===== src/design/b64y_pkg.sv =====
// ---------------------------------------------------------------------------
// b64y_pkg
// Shared types, constants and the symbol mapping of the base64 encoder.
// ---------------------------------------------------------------------------
package b64y_pkg;

   // Configuration register indexes
   localparam logic [1:0] CSR_SYM62 = 2'd0;
   localparam logic [1:0] CSR_SYM63 = 2'd1;
   localparam logic [1:0] CSR_PAD   = 2'd2;

   // Configuration reset values
   localparam logic [7:0] SYM62_RESET = 8'd46;  // '.'
   localparam logic [7:0] SYM63_RESET = 8'd95;  // '_'
   localparam logic [7:0] PAD_RESET   = 8'd45;  // '-'

   // Default depth of the job queue between front and back
   localparam int QUEUE_DEPTH_DEFAULT = 4;

   // Alphabet ranges
   localparam logic [7:0] CHAR_UPPER_A  = 8'h41;
   localparam logic [7:0] CHAR_LOWER_A  = 8'h61;
   localparam logic [7:0] CHAR_DIGIT_0  = 8'h30;
   localparam logic [7:0] SYM_LOWER_BASE = 8'd26;
   localparam logic [7:0] SYM_DIGIT_BASE = 8'd52;
   localparam logic [5:0] SYM_VALUE_62  = 6'd62;
   localparam logic [5:0] SYM_VALUE_63  = 6'd63;

   // Configuration as seen by the back end
   typedef struct packed {
      logic [7:0] sym62;
      logic [7:0] sym63;
      logic [7:0] pad;
   } cfg_type;

   // One classified request: up to four characters to emit
   typedef struct packed {
      logic [3:0][5:0] code;      // six-bit symbol per slot
      logic [3:0]      pad;       // slot is a pad character
      logic [1:0]      last_idx;  // index of the final slot used
      logic            msg_end;   // final slot closes the message
   } job_type;

   // Six-bit value to ASCII
   function automatic logic [7:0] map_symbol(logic [5:0] code, logic [7:0] sym62,
                                             logic [7:0] sym63);
      logic [7:0] c;
      c = {2'b00, code};
      priority if (c < SYM_LOWER_BASE) begin
         return CHAR_UPPER_A + c;
      end else if (c < SYM_DIGIT_BASE) begin
         return c + (CHAR_LOWER_A - SYM_LOWER_BASE);
      end else if (code == SYM_VALUE_62) begin
         return sym62;
      end else if (code == SYM_VALUE_63) begin
         return sym63;
      end else begin
         return c - (SYM_DIGIT_BASE - CHAR_DIGIT_0);
      end
   endfunction

endpackage


===== src/design/b64y_front.sv =====
// ---------------------------------------------------------------------------
// b64y_front
// Takes raw bytes, tracks the position in the 3-byte group and turns each
// request into one job of symbol codes and pad slots.
// ---------------------------------------------------------------------------
module b64y_front (
   input  logic              clock,
   input  logic              reset,
   input  logic              req_tvalid,
   output logic              req_tready,
   input  logic [7:0]        req_tdata,   // [7:0] in_byte
   input  logic              req_tlast,   // last_byte
   output logic              push_valid,
   input  logic              push_ready,
   output b64y_pkg::job_type push_data
);
   import b64y_pkg::*;

   typedef enum logic [1:0] {
      PHASE_START  = 2'd0,
      PHASE_SECOND = 2'd1,
      PHASE_THIRD  = 2'd2
   } phase_type;

   phase_type  phase_ff, phase_in;
   logic [3:0] left_ff, left_in;
   logic       accept;
   job_type    job;

   assign req_tready = push_ready;
   assign push_valid = req_tvalid;
   assign accept     = req_tvalid && push_ready;
   assign push_data  = job;

   // Classify the byte by group position
   always_comb begin
      job          = '0;
      phase_in     = PHASE_START;
      left_in      = '0;
      job.msg_end  = req_tlast;
      unique case (phase_ff)
         PHASE_SECOND: begin
            job.code[0] = {left_ff[1:0], req_tdata[7:4]};
            if (req_tlast) begin
               job.code[1]  = {req_tdata[3:0], 2'b00};
               job.pad[2]   = 1'b1;
               job.last_idx = 2'd2;
            end else begin
               left_in  = req_tdata[3:0];
               phase_in = PHASE_THIRD;
            end
         end
         PHASE_THIRD: begin
            job.code[0]  = {left_ff, req_tdata[7:6]};
            job.code[1]  = req_tdata[5:0];
            job.last_idx = 2'd1;
         end
         default: begin
            // group start; the unused phase code behaves the same
            job.code[0] = req_tdata[7:2];
            if (req_tlast) begin
               job.code[1]  = {req_tdata[1:0], 4'b0000};
               job.pad[2]   = 1'b1;
               job.pad[3]   = 1'b1;
               job.last_idx = 2'd3;
            end else begin
               left_in  = {2'b00, req_tdata[1:0]};
               phase_in = PHASE_SECOND;
            end
         end
      endcase
   end

   always_ff @(posedge clock) begin
      if (reset) begin
         phase_ff <= PHASE_START;
         left_ff  <= '0;
      end else if (accept) begin
         phase_ff <= phase_in;
         left_ff  <= left_in;
      end
   end

endmodule


===== src/design/b64y_queue.sv =====
// ---------------------------------------------------------------------------
// b64y_queue
// Small flop-based FIFO of jobs between the front and back ends.
// ---------------------------------------------------------------------------
module b64y_queue #(
   parameter int DEPTH = b64y_pkg::QUEUE_DEPTH_DEFAULT
) (
   input  logic              clock,
   input  logic              reset,
   input  logic              push_valid,
   output logic              push_ready,
   input  b64y_pkg::job_type push_data,
   output logic              pop_valid,
   input  logic              pop_ready,
   output b64y_pkg::job_type pop_data
);
   import b64y_pkg::*;

   localparam int PTR_W = (DEPTH > 1) ? $clog2(DEPTH) : 1;
   localparam int CNT_W = $clog2(DEPTH + 1);
   localparam logic [PTR_W-1:0] PTR_LAST = PTR_W'(DEPTH - 1);
   localparam logic [CNT_W-1:0] CNT_FULL = CNT_W'(DEPTH);

   job_type           mem_ff [DEPTH];
   logic [PTR_W-1:0]  wr_ptr_ff, rd_ptr_ff;
   logic [CNT_W-1:0]  count_ff;
   logic              do_push, do_pop;

   assign push_ready = (count_ff != CNT_FULL);
   assign pop_valid  = (count_ff != '0);
   assign pop_data   = mem_ff[rd_ptr_ff];
   assign do_push    = push_valid && push_ready;
   assign do_pop     = pop_valid && pop_ready;

   // Storage
   always_ff @(posedge clock) begin
      if (do_push) begin
         mem_ff[wr_ptr_ff] <= push_data;
      end
   end

   // Pointers and fill count
   always_ff @(posedge clock) begin
      if (reset) begin
         wr_ptr_ff <= '0;
         rd_ptr_ff <= '0;
         count_ff  <= '0;
      end else begin
         if (do_push) begin
            wr_ptr_ff <= (wr_ptr_ff == PTR_LAST) ? '0 : wr_ptr_ff + 1'b1;
         end
         if (do_pop) begin
            rd_ptr_ff <= (rd_ptr_ff == PTR_LAST) ? '0 : rd_ptr_ff + 1'b1;
         end
         if (do_push && !do_pop) begin
            count_ff <= count_ff + 1'b1;
         end else if (do_pop && !do_push) begin
            count_ff <= count_ff - 1'b1;
         end
      end
   end

endmodule


===== src/design/b64y_back.sv =====
// ---------------------------------------------------------------------------
// b64y_back
// Walks the slots of the head job, one character per cycle unless stalled,
// maps codes to ASCII and drives the registered response channel.
// ---------------------------------------------------------------------------
module b64y_back (
   input  logic              clock,
   input  logic              reset,
   input  b64y_pkg::cfg_type cfg,
   input  logic              pop_valid,
   output logic              pop_ready,
   input  b64y_pkg::job_type pop_data,
   output logic              rsp_tvalid,
   input  logic              rsp_tready,
   output logic [7:0]        rsp_tdata,   // [7:0] out_char
   output logic              rsp_tlast    // last_char
);
   import b64y_pkg::*;

   logic [1:0] idx_ff, idx_in;
   logic       valid_ff, valid_in;
   logic [7:0] char_ff, char_in;
   logic       last_ff, last_in;
   logic       load, take, final_slot;

   assign load       = !valid_ff || rsp_tready;
   assign take       = load && pop_valid;
   assign final_slot = (idx_ff == pop_data.last_idx);
   assign pop_ready  = take && final_slot;

   // Next character and slot
   always_comb begin
      valid_in = valid_ff;
      idx_in   = idx_ff;
      char_in  = char_ff;
      last_in  = last_ff;
      if (take) begin
         valid_in = 1'b1;
         idx_in   = final_slot ? 2'd0 : idx_ff + 2'd1;
         char_in  = pop_data.pad[idx_ff] ? cfg.pad
                  : map_symbol(pop_data.code[idx_ff], cfg.sym62, cfg.sym63);
         last_in  = pop_data.msg_end && final_slot;
      end else if (load) begin
         valid_in = 1'b0;
      end
   end

   always_ff @(posedge clock) begin
      if (reset) begin
         valid_ff <= 1'b0;
         idx_ff   <= '0;
      end else begin
         valid_ff <= valid_in;
         idx_ff   <= idx_in;
      end
      char_ff <= char_in;
      last_ff <= last_in;
   end

   assign rsp_tvalid = valid_ff;
   assign rsp_tdata  = char_ff;
   assign rsp_tlast  = last_ff;

endmodule


===== src/design/base64_y64_encoder.sv =====
// ---------------------------------------------------------------------------
// base64_y64_encoder
// Streaming base64 encoder with configurable symbols 62, 63 and pad.
// ---------------------------------------------------------------------------
// Usage:
//   req_*  : one raw byte per request, tlast on the final byte of a message.
//   rsp_*  : one ASCII character per transfer, tlast on the final character.
//   csr_*  : write port; index 0 symbol 62, 1 symbol 63, 2 pad character.
//            Write only while the encoder is idle.
// Path: an accepted request's job is written into the job queue, and its
//   first character is then loaded into the output register.
// Throughput: the back end emits one character per cycle while rsp_tready
//   is high, and a byte yields one to four characters (four per three bytes
//   over full groups); the output rate sets the pace. The job queue
//   (QUEUE_DEPTH entries) lets requests arrive while characters drain.
// Reset: synchronous; clears group position, queue and output valid, and
//   restores '.', '_' and '-' as the configurable characters.
// Stall: while rsp_tready is low the output character holds; once the queue
//   fills, req_tready drops until the back end frees an entry.
// ---------------------------------------------------------------------------
module base64_y64_encoder #(
   parameter int QUEUE_DEPTH = b64y_pkg::QUEUE_DEPTH_DEFAULT
) (
   input  logic       clock,
   input  logic       reset,
   input  logic       req_tvalid,
   output logic       req_tready,
   input  logic [7:0] req_tdata,    // [7:0] in_byte
   input  logic       req_tlast,    // last_byte
   output logic       rsp_tvalid,
   input  logic       rsp_tready,
   output logic [7:0] rsp_tdata,    // [7:0] out_char
   output logic       rsp_tlast,    // last_char
   input  logic       csr_we,
   input  logic [1:0] csr_index,
   input  logic [7:0] csr_wdata
);
   import b64y_pkg::*;

   cfg_type cfg_ff;
   logic    push_valid, push_ready, pop_valid, pop_ready;
   job_type push_data, pop_data;

   // Configuration registers; index past the last register is dropped
   always_ff @(posedge clock) begin
      if (reset) begin
         cfg_ff.sym62 <= SYM62_RESET;
         cfg_ff.sym63 <= SYM63_RESET;
         cfg_ff.pad   <= PAD_RESET;
      end else if (csr_we) begin
         if (csr_index == CSR_SYM62) cfg_ff.sym62 <= csr_wdata;
         if (csr_index == CSR_SYM63) cfg_ff.sym63 <= csr_wdata;
         if (csr_index == CSR_PAD)   cfg_ff.pad   <= csr_wdata;
      end
   end

   b64y_front u_front (
      .clock      (clock),
      .reset      (reset),
      .req_tvalid (req_tvalid),
      .req_tready (req_tready),
      .req_tdata  (req_tdata),
      .req_tlast  (req_tlast),
      .push_valid (push_valid),
      .push_ready (push_ready),
      .push_data  (push_data)
   );

   b64y_queue #(
      .DEPTH (QUEUE_DEPTH)
   ) u_queue (
      .clock      (clock),
      .reset      (reset),
      .push_valid (push_valid),
      .push_ready (push_ready),
      .push_data  (push_data),
      .pop_valid  (pop_valid),
      .pop_ready  (pop_ready),
      .pop_data   (pop_data)
   );

   b64y_back u_back (
      .clock      (clock),
      .reset      (reset),
      .cfg        (cfg_ff),
      .pop_valid  (pop_valid),
      .pop_ready  (pop_ready),
      .pop_data   (pop_data),
      .rsp_tvalid (rsp_tvalid),
      .rsp_tready (rsp_tready),
      .rsp_tdata  (rsp_tdata),
      .rsp_tlast  (rsp_tlast)
   );

endmodule


===== config.mk =====
export PLATFORM = sky130hd
export DESIGN_NAME = base64_y64_encoder
export DESIGN_NICKNAME = d
export VERILOG_FILES = /design/src/design/b64y_pkg.sv /design/src/design/b64y_front.sv /design/src/design/b64y_queue.sv /design/src/design/b64y_back.sv /design/src/design/base64_y64_encoder.sv
export SDC_FILE = /design/constraint.sdc
export NUM_CORES = 1
export LEC_CHECK = 0
export BUFFER_PORTS_ARGS = -buffer_cell sky130_fd_sc_hd__clkbuf_2
export CAP_MARGIN = 20
export CORE_MARGIN = 1
export CORE_UTILIZATION = 40
export CTS_CLUSTER_DIAMETER = 100
export DETAILED_ROUTE_END_ITERATION = 8
export SLEW_MARGIN = 20
export SYNTH_ARGS = -nofsm -noshare
export SYNTH_HDL_FRONTEND = slang
export SYNTH_SLANG_ARGS = --single-unit

===== constraint.sdc =====
create_clock -name clock -period 2.9 [get_ports clock]
set_clock_uncertainty 0.1 [all_clocks]
set_input_delay 0.87 -clock clock [delete_from_list [all_inputs] [get_ports clock]]
set_output_delay 0.87 -clock clock [all_outputs]
set_load 0.02 [all_outputs]

---- Word-level counts from Yosys, hierarchy flattened ----
Memory sizes are Yosys's and may differ from the RTL's. A register that Yosys moved wholly into a read port is not among the register bits.
Cells that the tools add are included.
word-level totals
  bits in registers ....................... 49
  RAM bits ................................ 68
  input port bits ......................... 24
  output and inout bits ................... 11
  logic and storage cells ................. 88
  memories kept ........................... 1
cells by class
  $add $sub $neg .......................... 8
  $lt $le $gt $ge ......................... 3
  equal/unequal tests ..................... 10
  mux-type cells .......................... 35
  reduce and logical (&&, ||, !) cells .... 19
memories
  memory          depth  bits a word  rd ports  clocked after memory_dff  wr ports  line              source
  u_queue.mem_ff  4      17           1         1                         1         b64y_queue.sv:24  job_type mem_ff [DEPTH];
operator list
  kind                                                                   count
  8-bit 2-to-1 mux                                                       5
  12-bit case mux with 2 select lines                                    1
  2-bit 2-to-1 mux                                                       9
  6-bit 2-to-1 mux                                                       3
  6-bit binary-select mux with 2-bit select                              1
  6-bit == test (second input constant)                                  2
  6-bit by 7-bit adder with 8-bit output (second input constant)         1
  7-bit by 6-bit adder with 8-bit output (first input constant)          1
  2-bit == test (second input constant)                                  4
  1-bit 2-to-1 mux                                                       8
  2-bit case mux with 2 select lines                                     2
  4-bit case mux with 2 select lines                                     1
  1-bit logical AND                                                      7
  6-bit by 3-bit subtractor with 7-bit output (second input constant)    1
  2-bit by 1-bit adder with 2-bit output (second input constant)         3
  6-bit by 5-bit < comparator with 1-bit output (second input constant)  1
  6-bit < comparator (second input constant)                             1
  3-bit 2-to-1 mux                                                       2
  2-bit AND reduction                                                    3
  2-bit by 1-bit == test with 1-bit output (second input constant)       2
  4-bit 2-to-1 mux                                                       1
  2-bit nonzero test                                                     2
  3-bit by 1-bit adder with 3-bit output (second input constant)         1
  1-bit logical NOT                                                      3
  10 further kinds                                                       10

---- Longest topological paths before layout ----
  depth after elaboration ................. 8
  depth in mapped cells ................... 14
  gate-level depth less buffers ........... 12

---- Cells and area by module ----
Synthesis repeated with hierarchy kept, for this count alone.
second synthesis, totals
  cell total of the unflattened synthesis .. 508
  area total of the unflattened synthesis .. 7762.4 um^2
modules (own cells, without submodules)
  module              times used  cells an instance  area an instance (um^2)  sequential area each (um^2)
  b64y_queue          1           209                4932.2                   3903.7
  b64y_back           1           119                1189.9                   330.3
  base64_y64_encoder  1           97                 974.7                    480.5
  b64y_front          1           83                 665.6                    120.1

---- Worst setup path after synthesis ----
Ideal clock, no wire load.
  path type ............................... flip-flop to flip-flop
  start ................................... reg (tool-made name)
  end ..................................... reg u_back.char_ff[5], in the netlist u_back.rsp_tdata[5], data pin
  setup time .............................. 259 ps
  arrival ................................. 2512 ps
  required time ........................... 2541 ps
  slack ................................... 29 ps
  cell stages (with the launch flop) ...... 14
  path buffers ............................ 2
  clock period less this slack ............ 2871 ps
  cell sequence ........................... dfxtp_1 > buf_6 > buf_8 > mux4_2 > mux2i_1 > nor2_1 > inv_1 > ha_1 > inv_1 > o21ai_0 > a21oi_1 > o21ai_0 > o31ai_1 > o31a_1
RTL lines
  item                    line             source
  end signal: assignment  b64y_back.sv:56  char_ff <= char_in;
  end: declaration        b64y_back.sv:22  logic [7:0] char_ff, char_in;

==> results.toml <==
[setup_path]
critPathLaunchType = "register"
critPathTopFamily = "simple AND/OR/NAND/NOR gates"
required_ns = 3.12
cp-end-kind = "register"
crit_type = "register to register"
reg2reg_depth = 11
path_cells = "buf_6 -> mux4_2 -> xnor2_1 -> and2_1 -> nand2_1 -> ha_2 -> inv_1 -> fa_2 -> xor2_1 -> or3_1 -> a21oi_1"
cp.depth = 11
cp_slowest_cell = "mux4_2"
crit_path_max_fanout = 3
max_stage_delay_ns = 0.50
r2r_setup_slack_ns = 0.09
arrival_ns = 3.03
path_buf_inv = 2

[yosys]
synth.net_count = 498
yosysUniqueCellTypes = 62
synthSimpleGateAreaFrac_pct = 12.59
ys_ff_latch = 119
synthAdderAreaFrac_pct = 3.558
synth_xor_area_share_pct = 0.9578
synth_cells = 459
synth-edff-count = 77
synth_flop_cell = "edfxtp_1"
synth.yosys.seq_area_share_pct = 57.47
synth_top_family_by_area = "simple AND/OR/NAND/NOR gates"
synth_warnings = 0
async_reset_ff_share_pct = 0
synth-compound-area-share_pct = 11.79
synth_area_per_cell_um2 = 11.95
synth_mux_area_share_pct = 10.03
synth_area_um2 = 5487

[timing]
setup_viol = 0
max_slew_margin_pct = 42.05
fmaxAchievable_ghz = 0.3559
period_minus_slack_ns = 2.810
tns_ns = 0
rsz0062_at_grt = "true"
slew_viol_final = 0
worst_pin_slew_ns = 0.8692
period_share_pct = 96.88
finalWorstSetupSlack_ns = 0.09048
hold_viol = 0

[finish]
drive_above_1_share_pct = 26.86
fillCellCount = 1147
final_cell_count_no_fill = 727
diodes = 0
design_area_um2 = 6775
nNetsFinal = 578
seqCellArea_um2 = 3154
multi_input_area_um2 = 2215
syn2layout_area_growth_pct = 23.49

[worst_hold_path]
hold_depth = 2
hp-class = "register to register"

[grt]
grt.total_usage_pct = 18.46
grt_max_degree = 41
grt_pass1_vias = 3866
overflow = 0
antenna_found_initial = 0
grt_first_pass_wirelength_um = 19770

[power_and_ir_drop]
peakVddDrop_mv = 0.5614
power.total_uw = 6976
p_leak_uw = 0.002559
p_per_area_nw_per_um2 = 1030

[cts]
clkTransAtPathRegs_ns = 0.05
clk_latency_ns = 0.41
cts_tree = "yes"
hold_buffers = 0
htreeDepth = 4
cts_root_buffer = "clkbuf_16"
ctsLongestPathBuffers = 2
cts_sinks = 119
cts-buffers-inserted = 17

[route]
dr.max_layer_used = "met4"
viasPerCell = 5.282
drtPass1Iterations = 5
drtAntennaViolNets = 0
wl_met1_um = 5263
vias = 3840
finalWirelength_um = 11970
wl_met3_um = 575
drc = 0
first_iter_violations = 191
met2RoutedLength_um = 5945
wl_per_cell_um = 16.47

[die]
start_util_pct = 41.27
num_rows = 42
die_area_um2 = 14190
coreArea_um2 = 13300
die_w_um = 119.1
dieHeight_um = 119.1
io-pin-count = 35

[job]
drv_cap = 0

[placed_design]
placed_area_um2 = 6108
dp_hpwl_um = 8554
dp_worst_setup_slack_ns = -0.09212
placed_cells = 690
portBuffers = 34
place_congestion = 0.8830

[outcome]
status = "complete, no violations"
==> Yosys cell counts (all sizes together) (3+ instances only) <==
cell type	n	area [µm²]
o211ai	4	30.03
xor2	3	26.28
edfxtp	77	2312
nor2	36	137.6
or3	3	18.77
a21oi	24	120.1
and2	4	25.02
nor3b	3	22.52
o22ai	3	18.77
nand2	51	191.4
buf	8	63.80
or2	4	25.03
dfxtp	42	840.8
mux4	14	315.3
o21ai	20	100.1
ha	14	175.2
a211o	9	78.83
inv	20	77.58
a32oi	3	26.28
clkbuf	14	52.55
mux2i	20	212.7
nor3	5	25.02
xnor2	3	26.28
and3	6	37.54
nand3	10	50.05
a22oi	9	72.57
nand3b	9	67.56
nor2b	8	50.05
a21o	3	22.52
==> final cells by class <==
cell class / count / area share [%]
clock buffers: 23 / 6.759
clock inverters: 8 / 1.127
inverters: 21 / 1.200
multi-input cells: 298 / 32.69
flip-flops and latches: 119 / 46.56
well taps: 176 / 3.250
repair buffers: 82 / 8.421
==> layout by cell type, fill, tap and decap left out, types with 5 or more instances in the layout <==
cell,instances
a22oi_1,8
a211o_1,9
o21ai_0,16
nand2_1,50
clkbuf_1,5
buf_4,43
a21oi_1,24
dfxtp_1,41
edfxtp_1,77
clkbuf_2,34
mux2i_1,17
nor2_1,34
nand3_1,10
nand3b_1,9
and3_1,6
mux4_2,14
clkbuf_16,17
ha_1,10
nor3_1,5
inv_1,18
nor2b_1,8
==> where the power goes <==
part	leakage [µW]	switching [µW]	internal, µW
combinational	0.00124	1520	1340
sequential	0.00106	105	2120
clock	0.000255	701	1190
==> registers in the layout (all words and copies together) (netlist names), 2 cells and up, named ones only <==
register	flops
cfg_ff	24
u_back.idx_ff	2
u_back.rsp_tdata	8
u_front.left_ff	4
u_front.phase_ff	2
u_queue.count_ff	3
u_queue.mem_ff	68
u_queue.rd_ptr_ff	2
u_queue.wr_ptr_ff	2
==> worst paths after layout <==
check	from	end
min reg2reg	u_front.left_ff[2]	u_front.left_ff[2]
max	register	u_queue.count_ff[2]
max reg2reg	register	u_queue.count_ff[2]
min	u_front.left_ff[2]	u_front.left_ff[2]
==> layer usage <==
layer  GRT usage (%)  vias up
met5               0        -
met4           6.646        0
met3           5.987       15
met2           31.10       84
met1           21.98     1877
li1                -     1864
==> metrics by stage <==
stage | hold slack (ns) | util [%]
finish | 0.3518 | 50.96
detailed placement | 0.3449 | 45.94
CTS | 0.3530 | 50.03
floorplan | 0.3290 | -
global route | 0.3742 | 50.96
global placement | 0.3467 | 45.94
==> timing repair <==
item	4_1_cts	5_1_grt
resized for setup	4	20
buffers inserted	0	5
cloned	0	1
pin swaps	0	11
endpoints found under the setup margin	6	7
==> cell families (layout without fill, tap and decap cells) <==
family | count (synthesis) | in the layout
AO/OA/AOI/OAI | 95 | 96
multiplexers | 36 | 36
flip-flops | 119 | 119
adder cells (fa/ha/maj) | 15 | 15
XOR/XNOR | 6 | 6
AND/OR/NAND/NOR | 145 | 145
buffers and inverters | 43 | 134
==> worst min-delay path, cell delays in order (launching register included) <==
cell and delay [ns]:
dfxtp_1 0.30, nand2_1 0.05, a21oi_1 0.05
Power figures use the tool's default switching activity.
